File: config.mk
export PLATFORM = sky130hd
export DESIGN_NAME = counting_semaphore_wait_queue
export DESIGN_NICKNAME = d
export VERILOG_FILES = /design/src/rtl/core/csem_pkg.sv /design/src/rtl/core/csem_datapath.sv /design/src/rtl/core/csem_ctrl.sv /design/src/rtl/core/counting_semaphore_wait_queue.sv
export SDC_FILE = /design/constraint.sdc
export NUM_CORES = 1
export LEC_CHECK = 0
export BUFFER_PORTS_ARGS = -buffer_cell sky130_fd_sc_hd__buf_2
export CORE_MARGIN = 1.5
export CORE_UTILIZATION = 31
export DETAILED_ROUTE_END_ITERATION = 8
export GPL_ROUTABILITY_DRIVEN = 0
export PLACE_DENSITY = 0.47
export RECOVER_POWER = 25
export SLEW_MARGIN = 25
export SYNTH_ARGS = -nofsm -noshare
export SYNTH_HDL_FRONTEND = slang
export SYNTH_SLANG_ARGS = --single-unit
File: constraint.sdc
create_clock -name clk -period 12.8 [get_ports clk]
set_clock_uncertainty 0.15 [all_clocks]
set_input_delay 3.2 -clock clk [delete_from_list [all_inputs] [get_ports clk]]
set_output_delay 3.2 -clock clk [all_outputs]
set_load 0.05 [all_outputs]
File: src/rtl/core/csem_pkg.sv
// Package for the counting semaphore wait queue.
// Holds opcodes, status codes, controller states and control structs.
// No dependencies.
package csem_pkg;

  localparam int WaiterSlotsDefault = 16;
  localparam int TokW = 31;
  localparam int WcntW = 5;

  typedef enum logic [2:0] {
    OP_WAIT   = 3'd0,
    OP_POLL   = 3'd1,
    OP_SIGNAL = 3'd2,
    OP_CANCEL = 3'd3,
    OP_DELETE = 3'd4,
    OP_EXPIRE = 3'd5
  } op_t;

  localparam logic [2:0] ST_OK        = 3'd0;
  localparam logic [2:0] ST_BUSY      = 3'd1;
  localparam logic [2:0] ST_TIMEDOUT  = 3'd2;
  localparam logic [2:0] ST_INVALID   = 3'd3;
  localparam logic [2:0] ST_CANCELLED = 3'd4;
  localparam logic [2:0] ST_DELETED   = 3'd5;
  localparam logic [2:0] ST_QUEUED    = 3'd6;
  localparam logic [2:0] ST_FULL      = 3'd7;

  localparam logic [1:0] CFG_INITIAL = 2'd0;
  localparam logic [1:0] CFG_MAXIMUM = 2'd1;
  localparam logic [1:0] CFG_FIFO    = 2'd2;

  typedef enum logic [2:0] {
    S_IDLE,
    S_DECIDE,
    S_WALK,
    S_REPLY
  } state_t;

  // walk modes of the datapath
  typedef enum logic [1:0] {
    W_SIGNAL,
    W_RELEASE,
    W_EXPIRE,
    W_INSERT
  } walk_t;

  // controller to datapath
  typedef struct packed {
    logic  latch;      // capture the input item
    logic  decide;     // evaluate the immediate outcome
    logic  start_walk; // reset walk pointers
    logic  step;       // one walk step
    logic  finish;     // commit walk results
  } dp_cmd_t;

  // datapath to controller
  typedef struct packed {
    logic  need_walk;
    walk_t mode;
    logic  walk_done;
    logic  emit;       // current walk step yields a release
  } dp_stat_t;

endpackage

File: src/rtl/core/csem_datapath.sv
// Datapath of the counting semaphore: token count, waiter table, walk pointers.
// Depends on csem_pkg. The table is walked one entry per cycle while the receiver does not hold off a result.
module csem_datapath import csem_pkg::*; #(
  parameter int WAITER_SLOTS = WaiterSlotsDefault
) (
  input  logic                clk,
  input  logic                rst,
  input  logic                cfg_we,
  input  logic [1:0]          cfg_index,
  input  logic [TokW-1:0]     cfg_data,
  input  logic [2:0]          opcode,
  input  logic [TokW-1:0]     count,
  input  logic                use_initial,
  input  logic                zero_timeout,
  input  logic [7:0]          waiter_id,
  input  logic [7:0]          priority_req,
  input  dp_cmd_t             cmd,
  output dp_stat_t            stat,
  output logic [7:0]          rel_tag,
  output logic [2:0]          rel_status,
  output logic [7:0]          rep_tag,
  output logic [2:0]          rep_status,
  output logic [WcntW-1:0]    rep_wcount
);

  localparam int IW = (WAITER_SLOTS > 1) ? $clog2(WAITER_SLOTS) : 1;
  localparam int CW = $clog2(WAITER_SLOTS + 1);
  localparam int EW = TokW + 16;

  logic [TokW-1:0] initial_tokens, maximum_tokens;
  logic            fifo_mode;
  logic [TokW-1:0] tokens;
  logic [CW-1:0]   waiter_total;
  logic [EW-1:0]   table_q [WAITER_SLOTS];

  logic [2:0]      op_q;
  logic [TokW-1:0] cnt_q;
  logic            usei_q, zt_q;
  logic [7:0]      id_q, pr_q;

  logic [CW-1:0]   rd, wr;
  logic            found;
  logic [2:0]      status_q;
  logic [WcntW-1:0] wcount_q;
  logic            need_walk_q;
  walk_t           mode_q;
  logic [EW-1:0]   carry; // entry moved along during insert

  // configuration registers
  always_ff @(posedge clk) begin
    if (rst) begin
      initial_tokens <= '0;
      maximum_tokens <= TokW'(1);
      fifo_mode <= 1'b0;
    end else if (cfg_we) begin
      case (cfg_index)
        CFG_INITIAL: initial_tokens <= cfg_data;
        CFG_MAXIMUM: maximum_tokens <= cfg_data;
        CFG_FIFO:    fifo_mode <= cfg_data[0];
        default: ;
      endcase
    end
  end

  // current entry fields
  logic [EW-1:0]   cur;
  logic [TokW-1:0] cur_need;
  logic [7:0]      cur_id, cur_pr;
  logic            in_range;
  logic [IW-1:0]   rd_i, wr_i;
  assign rd_i = rd[IW-1:0];
  assign wr_i = wr[IW-1:0];
  assign in_range = rd < waiter_total;
  assign cur = table_q[rd_i];
  assign cur_need = cur[EW-1:16];
  assign cur_id = cur[15:8];
  assign cur_pr = cur[7:0];

  logic fits;
  assign fits = cur_need <= tokens;

  logic [TokW:0] sig_sum;
  assign sig_sum = {1'b0, tokens} + {1'b0, cnt_q};

  // insert: position found at the table end, or outside fifo mode at the first entry whose priority is not higher
  logic ins_here;
  assign ins_here = !found && (!in_range || fifo_mode ? !in_range : !(cur_pr > pr_q));

  always_comb begin
    stat.need_walk = need_walk_q;
    stat.mode = mode_q;
    stat.emit = 1'b0;
    stat.walk_done = 1'b0;
    case (mode_q)
      W_SIGNAL: begin
        stat.walk_done = !in_range;
        stat.emit = in_range && fits;
      end
      W_RELEASE: begin
        stat.walk_done = !in_range;
        stat.emit = in_range;
      end
      W_EXPIRE: begin
        // keep walking after the match to close the gap
        stat.walk_done = !in_range;
        stat.emit = in_range && !found && cur_id == id_q;
      end
      W_INSERT: begin
        stat.walk_done = rd > waiter_total;
      end
      default: ;
    endcase
  end

  assign rel_tag = cur_id;
  always_comb begin
    case (mode_q)
      W_SIGNAL: rel_status = ST_OK;
      W_EXPIRE: rel_status = ST_TIMEDOUT;
      default:  rel_status = (op_q == OP_CANCEL) ? ST_CANCELLED : ST_DELETED;
    endcase
  end
  assign rep_tag = id_q;
  assign rep_status = status_q;
  assign rep_wcount = wcount_q;

  // control and token state
  always_ff @(posedge clk) begin
    if (rst) begin
      tokens <= '0;
      waiter_total <= '0;
      need_walk_q <= 1'b0;
      mode_q <= W_SIGNAL;
    end else begin
      if (cmd.decide) begin
        need_walk_q <= 1'b0;
        wcount_q <= '0;
        status_q <= ST_INVALID;
        case (op_q)
          OP_WAIT, OP_POLL: begin
            if (tokens >= cnt_q) begin
              tokens <= tokens - cnt_q;
              status_q <= ST_OK;
            end else if (op_q == OP_POLL) status_q <= ST_BUSY;
            else if (zt_q) status_q <= ST_TIMEDOUT;
            else if (waiter_total >= CW'(WAITER_SLOTS)) status_q <= ST_FULL;
            else begin
              status_q <= ST_QUEUED;
              need_walk_q <= 1'b1;
              mode_q <= W_INSERT;
            end
          end
          OP_SIGNAL: begin
            if (sig_sum <= {1'b0, maximum_tokens}) begin
              tokens <= sig_sum[TokW-1:0];
              status_q <= ST_OK;
              need_walk_q <= 1'b1;
              mode_q <= W_SIGNAL;
            end
          end
          OP_CANCEL: begin
            wcount_q <= WcntW'(waiter_total);
            tokens <= usei_q ? initial_tokens : cnt_q;
            status_q <= ST_OK;
            need_walk_q <= 1'b1;
            mode_q <= W_RELEASE;
          end
          OP_DELETE: begin
            status_q <= ST_OK;
            need_walk_q <= 1'b1;
            mode_q <= W_RELEASE;
          end
          OP_EXPIRE: begin
            need_walk_q <= 1'b1;
            mode_q <= W_EXPIRE;
          end
          default: ;
        endcase
      end
      if (cmd.step && mode_q == W_SIGNAL && in_range && fits)
        tokens <= tokens - cur_need;
      if (cmd.step && mode_q == W_EXPIRE && stat.emit) status_q <= ST_OK;
      if (cmd.finish) begin
        case (mode_q)
          W_SIGNAL:  waiter_total <= wr;
          W_RELEASE: waiter_total <= '0;
          W_EXPIRE:  if (found) waiter_total <= waiter_total - CW'(1);
          W_INSERT:  waiter_total <= waiter_total + CW'(1);
          default: ;
        endcase
      end
    end
  end

  // walk pointers and input capture
  always_ff @(posedge clk) begin
    if (cmd.latch) begin
      op_q <= opcode; cnt_q <= count; usei_q <= use_initial;
      zt_q <= zero_timeout; id_q <= waiter_id; pr_q <= priority_req;
    end
    if (cmd.start_walk) begin
      rd <= '0; wr <= '0; found <= 1'b0;
    end else if (cmd.step) begin
      rd <= rd + CW'(1);
      case (mode_q)
        W_SIGNAL: if (in_range && !fits) wr <= wr + CW'(1);
        W_EXPIRE: if (stat.emit) found <= 1'b1;
        W_INSERT: if (ins_here) found <= 1'b1;
        default: ;
      endcase
    end
  end

  // waiter table: one write per step
  always_ff @(posedge clk) begin
    if (cmd.step) begin
      case (mode_q)
        W_SIGNAL: if (in_range && !fits) table_q[wr_i] <= cur;
        W_EXPIRE: if (found && in_range && rd > CW'(0))
          table_q[IW'(rd - CW'(1))] <= cur;
        W_INSERT: begin
          if (rd < CW'(WAITER_SLOTS)) begin
            if (ins_here) table_q[rd_i] <= {cnt_q, id_q, pr_q};
            else if (found) table_q[rd_i] <= carry;
          end
          carry <= cur;
        end
        default: ;
      endcase
    end
  end

endmodule

File: src/rtl/core/csem_ctrl.sv
// Controller state machine of the counting semaphore.
// Depends on csem_pkg. Sequences capture, decision, walk and reply.
module csem_ctrl import csem_pkg::*; (
  input  logic     clk,
  input  logic     rst,
  input  logic     in_valid,
  output logic     in_ready,
  output logic     out_valid,
  input  logic     out_ready,
  output logic     out_kind,
  output logic     out_last,
  input  dp_stat_t stat,
  output dp_cmd_t  cmd
);

  state_t state, state_next;

  always_ff @(posedge clk) begin
    if (rst) state <= S_IDLE;
    else state <= state_next;
  end

  // next state and commands
  always_comb begin
    state_next = state;
    cmd = '0;
    in_ready = 1'b0;
    out_valid = 1'b0;
    out_kind = 1'b0;
    out_last = 1'b0;
    case (state)
      S_IDLE: begin
        in_ready = 1'b1;
        if (in_valid) begin
          cmd.latch = 1'b1;
          state_next = S_DECIDE;
        end
      end
      S_DECIDE: begin
        cmd.decide = 1'b1;
        cmd.start_walk = 1'b1;
        state_next = S_WALK;
      end
      S_WALK: begin
        if (!stat.need_walk) state_next = S_REPLY;
        else if (stat.walk_done) begin
          cmd.finish = 1'b1;
          state_next = S_REPLY;
        end else if (stat.emit && stat.mode != W_INSERT) begin
          out_valid = 1'b1;
          out_kind = 1'b1;
          if (out_ready) cmd.step = 1'b1;
        end else cmd.step = 1'b1;
      end
      S_REPLY: begin
        out_valid = 1'b1;
        out_last = 1'b1;
        if (out_ready) state_next = S_IDLE;
      end
      default: state_next = S_IDLE;
    endcase
  end

endmodule

File: src/rtl/core/counting_semaphore_wait_queue.sv
// Counting semaphore with a bounded, ordered waiter table.
// Input channel in_valid/in_ready carries one item (opcode and operands).
// Output channel out_valid/out_ready carries results: releases of queued
// waiters in queue order (kind=1), then one reply (kind=0, last=1).
// Configuration: cfg_we, cfg_index, cfg_data.
// One item at a time: capture, decide, a table walk over up to
// WAITER_SLOTS entries, one per step, that waits while the receiver
// holds off a result, then the reply. A busy or immediate item skips
// the walk; a full signal walk visits every queued waiter.
// The walk through the waiter table dominates the time per item.
// Reset clears tokens and the waiter count; table contents need none.
// A stalled receiver freezes the walk at the pending result; no result
// is lost or repeated. in_ready is high only between items.
module counting_semaphore_wait_queue import csem_pkg::*; #(
  parameter int WAITER_SLOTS = WaiterSlotsDefault
) (
  input  logic             clk,
  input  logic             rst,
  input  logic             cfg_we,
  input  logic [1:0]       cfg_index,
  input  logic [TokW-1:0]  cfg_data,
  input  logic             in_valid,
  output logic             in_ready,
  input  logic [2:0]       opcode,
  input  logic [TokW-1:0]  count,
  input  logic             use_initial,
  input  logic             zero_timeout,
  input  logic [7:0]       waiter_id,
  input  logic [7:0]       priority_req,
  output logic             out_valid,
  input  logic             out_ready,
  output logic             kind,
  output logic [7:0]       waiter_tag,
  output logic [2:0]       status,
  output logic [WcntW-1:0] waiter_count,
  output logic             last
);

  dp_cmd_t  cmd;
  dp_stat_t stat;
  logic [7:0] rel_tag, rep_tag;
  logic [2:0] rel_status, rep_status;
  logic [WcntW-1:0] rep_wcount;

  csem_ctrl u_ctrl (
    .clk, .rst, .in_valid, .in_ready, .out_valid, .out_ready,
    .out_kind(kind), .out_last(last), .stat, .cmd
  );

  csem_datapath #(.WAITER_SLOTS(WAITER_SLOTS)) u_dp (
    .clk, .rst, .cfg_we, .cfg_index, .cfg_data, .opcode, .count,
    .use_initial, .zero_timeout, .waiter_id, .priority_req, .cmd, .stat,
    .rel_tag, .rel_status, .rep_tag, .rep_status, .rep_wcount
  );

  // result mux
  assign waiter_tag   = kind ? rel_tag : rep_tag;
  assign status       = kind ? rel_status : rep_status;
  assign waiter_count = kind ? '0 : rep_wcount;

endmodule

==> results of run 1 <==
## layer usage
layer	up-vias	wire [um]	global-route usage [%]
met1	14157	60960	24.99
met2	749	57760	26.73
met4	6	2741	4.600
met5	-	37	0
li1	12497	-	-
met3	155	7283	2.875
## state kept, by name, indices dropped and copies added (netlist names), named ones only
register and flops:
u_dp.table_q 752, u_dp.carry 47, u_dp.cnt_q 31, u_dp.initial_tokens 31, u_dp.maximum_tokens 31, u_dp.tokens 31
u_dp.pr_q 8, u_dp.rep_tag 8, u_dp.rd 5, u_dp.rep_wcount 5, u_dp.waiter_total 5, u_dp.wr 5
u_dp.op_q 3, u_dp.rep_status 3, u_ctrl.state 2, u_dp.mode_q 2, u_dp.fifo_mode 1, u_dp.found 1
u_dp.need_walk_q 1, u_dp.usei_q 1, u_dp.zt_q 1
## critical path: stages, from the launching register on
cell      delay (ns)
dfxtp_4         0.75
clkbuf_1        1.69
buf_4           0.68
mux2_2          0.39
o21ai_0         0.43
ha_1            0.37
nand2_1         0.11
a21oi_1         0.05
a221oi_1        0.95
a31oi_1         0.20
o21a_1          0.25
nand2_2         0.45
mux2_2          0.40
buf_2           0.21
## worst max path at each step
stage,cells after the start,end,start
2_1_floorplan,18,u_dp.table_q[13][0],flip-flop
3_3_place_gp,15,waiter_tag[6],flip-flop
3_5_place_dp,16,waiter_tag[0],flip-flop
5_1_grt,13,waiter_tag[0],flip-flop
4_1_cts,16,waiter_tag[0],flip-flop
6_report,13,waiter_tag[0],flip-flop
## power by group through the flow
stage	Combinational (W)	Clock, W	Sequential (W)
floorplan	0.00106	0	0.00364
global placement	0.00144	0	0.00373
detailed placement	0.00144	0	0.00373
CTS	0.00145	0.00307	0.00366
global route	0.00161	0.00319	0.00368
finish	0.00145	0.00299	0.00367
## cell usage after synthesis, types with 9 or more instances
| cell | count |
|---|---|
| edfxtp_1 | 859 |
| nand2_1 | 266 |
| a21oi_1 | 248 |
| mux4_2 | 196 |
| nor2_1 | 177 |
| inv_1 | 162 |
| ha_1 | 152 |
| mux2i_1 | 123 |
| o21ai_0 | 120 |
| dfxtp_1 | 119 |
| clkbuf_1 | 96 |
| xnor2_1 | 59 |
| nor3_1 | 48 |
| mux2_2 | 42 |
| buf_1 | 35 |
| a21o_1 | 33 |
| nand3_1 | 27 |
| a211oi_1 | 23 |
| nand4_1 | 23 |
| xor2_1 | 23 |
| buf_2 | 22 |
| nor2b_1 | 22 |
| o22ai_1 | 22 |
| a31oi_1 | 19 |
| and3_1 | 19 |
| o211ai_1 | 19 |
| o21a_1 | 19 |
| nand2b_1 | 17 |
| o21bai_1 | 15 |
| and2_1 | 13 |
| a211o_1 | 12 |
| a221oi_1 | 12 |
| o31ai_1 | 12 |
| nor4_1 | 10 |
| or3_1 | 9 |
## metrics by stage
stage          std cells  worst slack (ns)  util [%]  total power, W
4_1_cts             5304             2.145     35.54        0.008183
3_5_place_dp        5116             2.965     33.20        0.005170
6_report            5305             1.658     35.56        0.008116
5_1_grt             5305             1.300     35.56        0.008474
2_1_floorplan       3195             2.428         -        0.004693
3_3_place_gp        5115             2.989     33.17        0.005171
## cell families after synthesis
family,count (synthesis),synth area share (%)
flops,978,62.26
simple gates,664,6.683
compound gates,629,8.690
mux,362,13.55
buf+inv,324,2.848
fa+ha+maj,156,4.379
xor+xnor,82,1.587
## layout make-up
type	count	area (um^2)
clock buffers	111	2575
clock inverters	77	810.8
fillers	13875	93580
inverters	162	608.1
multi-input cells	1893	16010
flip-flops and latches	978	28190
well taps	1917	2399
repair buffers	167	1037
==> reports/metrics.cfg, run 1 <==
[run_status]
status = finished, violations left
violations = capacitance limit, slew limit

[yosys]
ys_seq_area_share_pct = 62.26
synth_area_per_cell_um2 = 14.16
synth_area_um2 = 45250
synth_cell_types = 87
synthTopCellsByArea = edfxtp_1, mux4_2, dfxtp_1, ha_1, a21oi_1
ys_ff_latch = 978
yosys_warnings = 0
postSynthCellCount = 3195
async_reset_ff_share_pct = 0
synth.top_cell.area_share_pct = 57.00
synth-edff-count = 859
yosys.area.top_type = edfxtp_1
synth_ff_type = edfxtp_1
syn-num-nets = 3441

[sta]
setup_tns_ns = 0
setup_viol = 0
hold_ws_ns = 0.3046
final_max_slew_viol_count = 254
fin_crit_sh_pct = 87.05
finalHoldViolations = 0
relSlewSlack_pct = -213.5
grt_setup_unrepaired = no
period_needed_ns = 11.14
fmax_ghz = 0.08975
worst_slew_pin_slew_ns = 4.703

[routing]
totalWireLength_um = 128800
vias = 27564
viasPerCell = 5.196
route.detailed.drc = 0
antenna_left = 0
dr.pass1.iters = 5
dr.first_iter.drc_count = 2225
wl_per_cell_um = 24.28

[hold_path]
hold_path.class = flip-flop to flip-flop
hold_start = u_dp.initial_tokens[21]
whs_path_depth = 2
hold_end = u_dp.initial_tokens[21]

[floorplan]
die_x_um = 385.1
core_area_um2 = 145200
start_util_pct = 31.16
rows = 140
die-area_um2 = 148300
ios = 110
die_y_um = 385.1

[clocking]
cts_resized = 0
cts_tree = done
cts_buffers = 101
holdBufCountCts = 0
postCtsSetupBuffers = 0
cts.clk_slew.worst_paths_ns = 0.06
numClockSinks = 978
htreeDepth = 3
clk_latency_ns = 0.74
root_buffer = clkbuf_16
cts_max_path_buffers = 3

[pwr]
powerDensity_nw_per_um2 = 157.2
p_int_w = 0.005741
p_leak_nw = 17.26
p_sw_w = 0.002376
ir_drop_mv = 0.1049
p_seq_share_pct = 45.2
p_comb_share_pct = 17.9
swShare_pct = 29.27
p_clk_share_pct = 36.9

[placement]
postPlaceCellArea_um2 = 48220
port_buffers = 109
dp_hpwl_um = 81000

[global_routing]
grt_overflow = 0
grt.total_usage_pct = 17.27
grt_pass1_vias = 27231
grt_max_degree = 61
grt_pass1_wl_um = 187800
grt_antenna_before_repair = 7

[setup_path]
reg2reg_to = u_dp.table_q[0][22]
worstPathRequired_ns = 9.45
cp-end-kind = output pin
path_class = flip-flop to output pin
arrival_ns = 7.79
reg2regPathDepth = 17
start_kind = flip-flop
rrSetupSlack_ns = 2.24
cp_max_fo = 28

[cells_and_area]
syn_to_final_growth_pct = 14.10
diodes = 0
final_nets = 3549
final_cell_mix = edfxtp_1, nand2_1, a21oi_1
finalInstanceArea_um2 = 51640
drive_above_1_share_pct = 18.57
layout_commonest_cell = edfxtp_1

[flow_run]
cap_viol_max_count = 7

No activity file was read; power rests on OpenSTA's default activity.
==> run 2: changes to the inputs <==
Settings changed: ABC_AREA set to 1.
==> run 2 against run 1 <==
  * The flow still finishes with violations (capacitance limit, slew limit)
  * First-iteration DRC count is 37% higher
  * Sequential share of layout area is 0.91 points lower
  * Flip-flop and latch count stayed put
  * Synthesized cell count is 41% higher
  * Routed wire length is 17% higher
  * Via count is 24% higher
  * Critical path depth is 9 higher
  * Cell count is 24% higher
  * Clock power is 6% higher
  * Global-route usage is 2.1 points higher
  * Critical path type unchanged
==> reports/metrics.cfg, run 2 <==
[yosys]
synth.most_common_cell = edfxtp_1
async_reset_ff_share_pct = 0
synth_area_per_cell_um2 = 10.25
yosys_warnings = 0
synthTopCellsByArea = edfxtp_1, o21ai_0, dfxtp_1, nand2_1, nor2_1
syn-num-nets = 4753
yosys.area.top_type = edfxtp_1
synth-edff-count = 859
postSynthCellCount = 4507
ys_seq_area_share_pct = 60.97
synth.top_cells.by_count = edfxtp_1, nand2_1, nor2_1
synth_cell_types = 51
synth_area_um2 = 46220
synth_ff_type = edfxtp_1
ys_ff_latch = 978
synth.top_cell.area_share_pct = 55.81

[global_routing]
grt_pass1_wl_um = 220600
grt_overflow = 0
grt.total_usage_pct = 19.40
grt_max_degree = 153
grt_pass1_vias = 32756
grt_antenna_before_repair = 0

[setup_path]
cp_max_fo = 60
start_kind = flip-flop
cp-end-kind = output pin
path_class = flip-flop to output pin
rrSetupSlack_ns = 2.35
reg2regPathDepth = 25
worstPathRequired_ns = 9.45
arrival_ns = 7.71

[hold_path]
hold_path.class = flip-flop to flip-flop
whs_path_depth = 2

[cells_and_area]
finalInstanceArea_um2 = 52500
fillers = 14816
regMostFlops = u_dp.table_q
largest_reg_flops = 752
syn_to_final_growth_pct = 13.60
final_nets = 4779
layout_commonest_cell = edfxtp_1
stdcell_count = 6555
final_cell_mix = edfxtp_1, nand2_1, nor2_1
drive_above_1_share_pct = 8.519
diodes = 0
reg.largest.list = u_dp.table_q (752), u_dp.carry (47)
utilization_pct = 35.51

[clocking]
cts_max_path_buffers = 3
htreeDepth = 3
clk_latency_ns = 0.74
root_buffer = clkbuf_16
numClockSinks = 978
cts.clk_slew.worst_paths_ns = 0.06
cts_tree = done
cts_resized = 0
holdBufCountCts = 0
cts_buffers = 106
postCtsSetupBuffers = 0

[routing]
viasPerCell = 5.221
wl_per_cell_um = 22.90
dr.pass1.iters = 6
dr.first_iter.drc_count = 3048
antenna_left = 0
route.detailed.drc = 0
vias = 34222
totalWireLength_um = 150100

[run_status]
status = finished, violations left
violations = capacitance limit, slew limit

[pwr]
ir_drop_mv = 0.09998
powerDensity_nw_per_um2 = 158.4
p_leak_nw = 19.22

[sta]
relSlewSlack_pct = -171.2
worst_slack_ns = 1.745
grt_setup_unrepaired = no
finalHoldViolations = 0
worst_slew_pin_slew_ns = 4.068
fin_crit_sh_pct = 86.37
setup_viol = 0
period_needed_ns = 11.06
setup_tns_ns = 0
fmax_ghz = 0.09046
final_max_slew_viol_count = 261

[floorplan]
die-area_um2 = 151400
core_area_um2 = 147800
start_util_pct = 31.26
die_y_um = 389.1
die_x_um = 389.1
rows = 141
ios = 110

[placement]
postPlaceCellArea_um2 = 49020
placedCellCount = 6354
dp_hpwl_um = 89480
port_buffers = 109
place_ws_ns = 3.379

[flow_run]
cap_viol_max_count = 6

[run 2: critical path, cell delays in order, from the launching register on]
cell and delay (ns):
dfxtp_1 1.46, buf_4 0.66, buf_4 0.60, o21ai_0 0.19, o221ai_1 0.20, o211ai_1 0.17
nand2_1 0.17, inv_1 0.07, ha_1 0.38, nand2_1 0.11, nor4_1 0.60, nand3_1 0.20
nand4_1 0.14, inv_1 0.05, nand2_1 0.06, buf_4 0.21, nand3_1 0.10, nand3_1 0.20
nand2_1 0.20, inv_1 0.50, nand2_1 0.13, o21ai_0 0.19, buf_2 0.29
[run 2: metrics by stage]
step / hold slack (ns) / power [W]
after floorplan: 0.2797 / 0.004685
after global placement: 0.3036 / 0.005171
after detailed placement: 0.3049 / 0.005186
after CTS: 0.3161 / 0.008367
after global routing: 0.3375 / 0.008665
final: 0.3137 / 0.008315
[run 2: cells by family after synthesis]
group / after synthesis / share of synthesized area, %
AND/OR/NAND/NOR: 1554 / 13.86
AO/OA/AOI/OAI: 1136 / 14.33
flip-flops: 978 / 60.97
buffers and inverters: 616 / 5.287
adder cells (fa/ha/maj): 156 / 4.288
XOR/XNOR: 67 / 1.270
[run 2: final cells by class]
class,instances,area (um^2),area share [%]
inverters,357,1355,2.581
clock inverters,73,785.8,1.497
flip-flops and latches,978,28180,53.68
clock buffers,127,2783,5.300
repair buffers,177,1071,2.040
well taps,1930,2415,4.600
multi-input cells,2913,15910,30.30
[run 2: power by group]
part | total, W | switching, W | internal, W
clock network | 0.00318 | 0.00134 | 0.00184
logic | 0.00146 | 0.00101 | 0.000452
registers | 0.00367 | 0.000117 | 0.00355
[run 2: per-layer routing]
layer | vias up | wire [um] | share of wire (%) | track usage, %
li1 | 16079 | - | - | -
met2 | 900 | 68950 | 46 | 31.10
met4 | 0 | 4303 | 2.9 | 5.639
met5 | - | 0 | 0 | 0
met3 | 210 | 7126 | 4.7 | 2.616
met1 | 17033 | 69720 | 46 | 27.30
[run 2: path summary, 6_finish.rpt]
path	to	startpoint
hold / removal	u_dp.maximum_tokens[20]	u_dp.maximum_tokens[20]
setup reg to reg	u_dp.table_q[8][30]	flip-flop
hold reg to reg	u_dp.maximum_tokens[20]	u_dp.maximum_tokens[20]
setup / recovery	status[0]	flip-flop
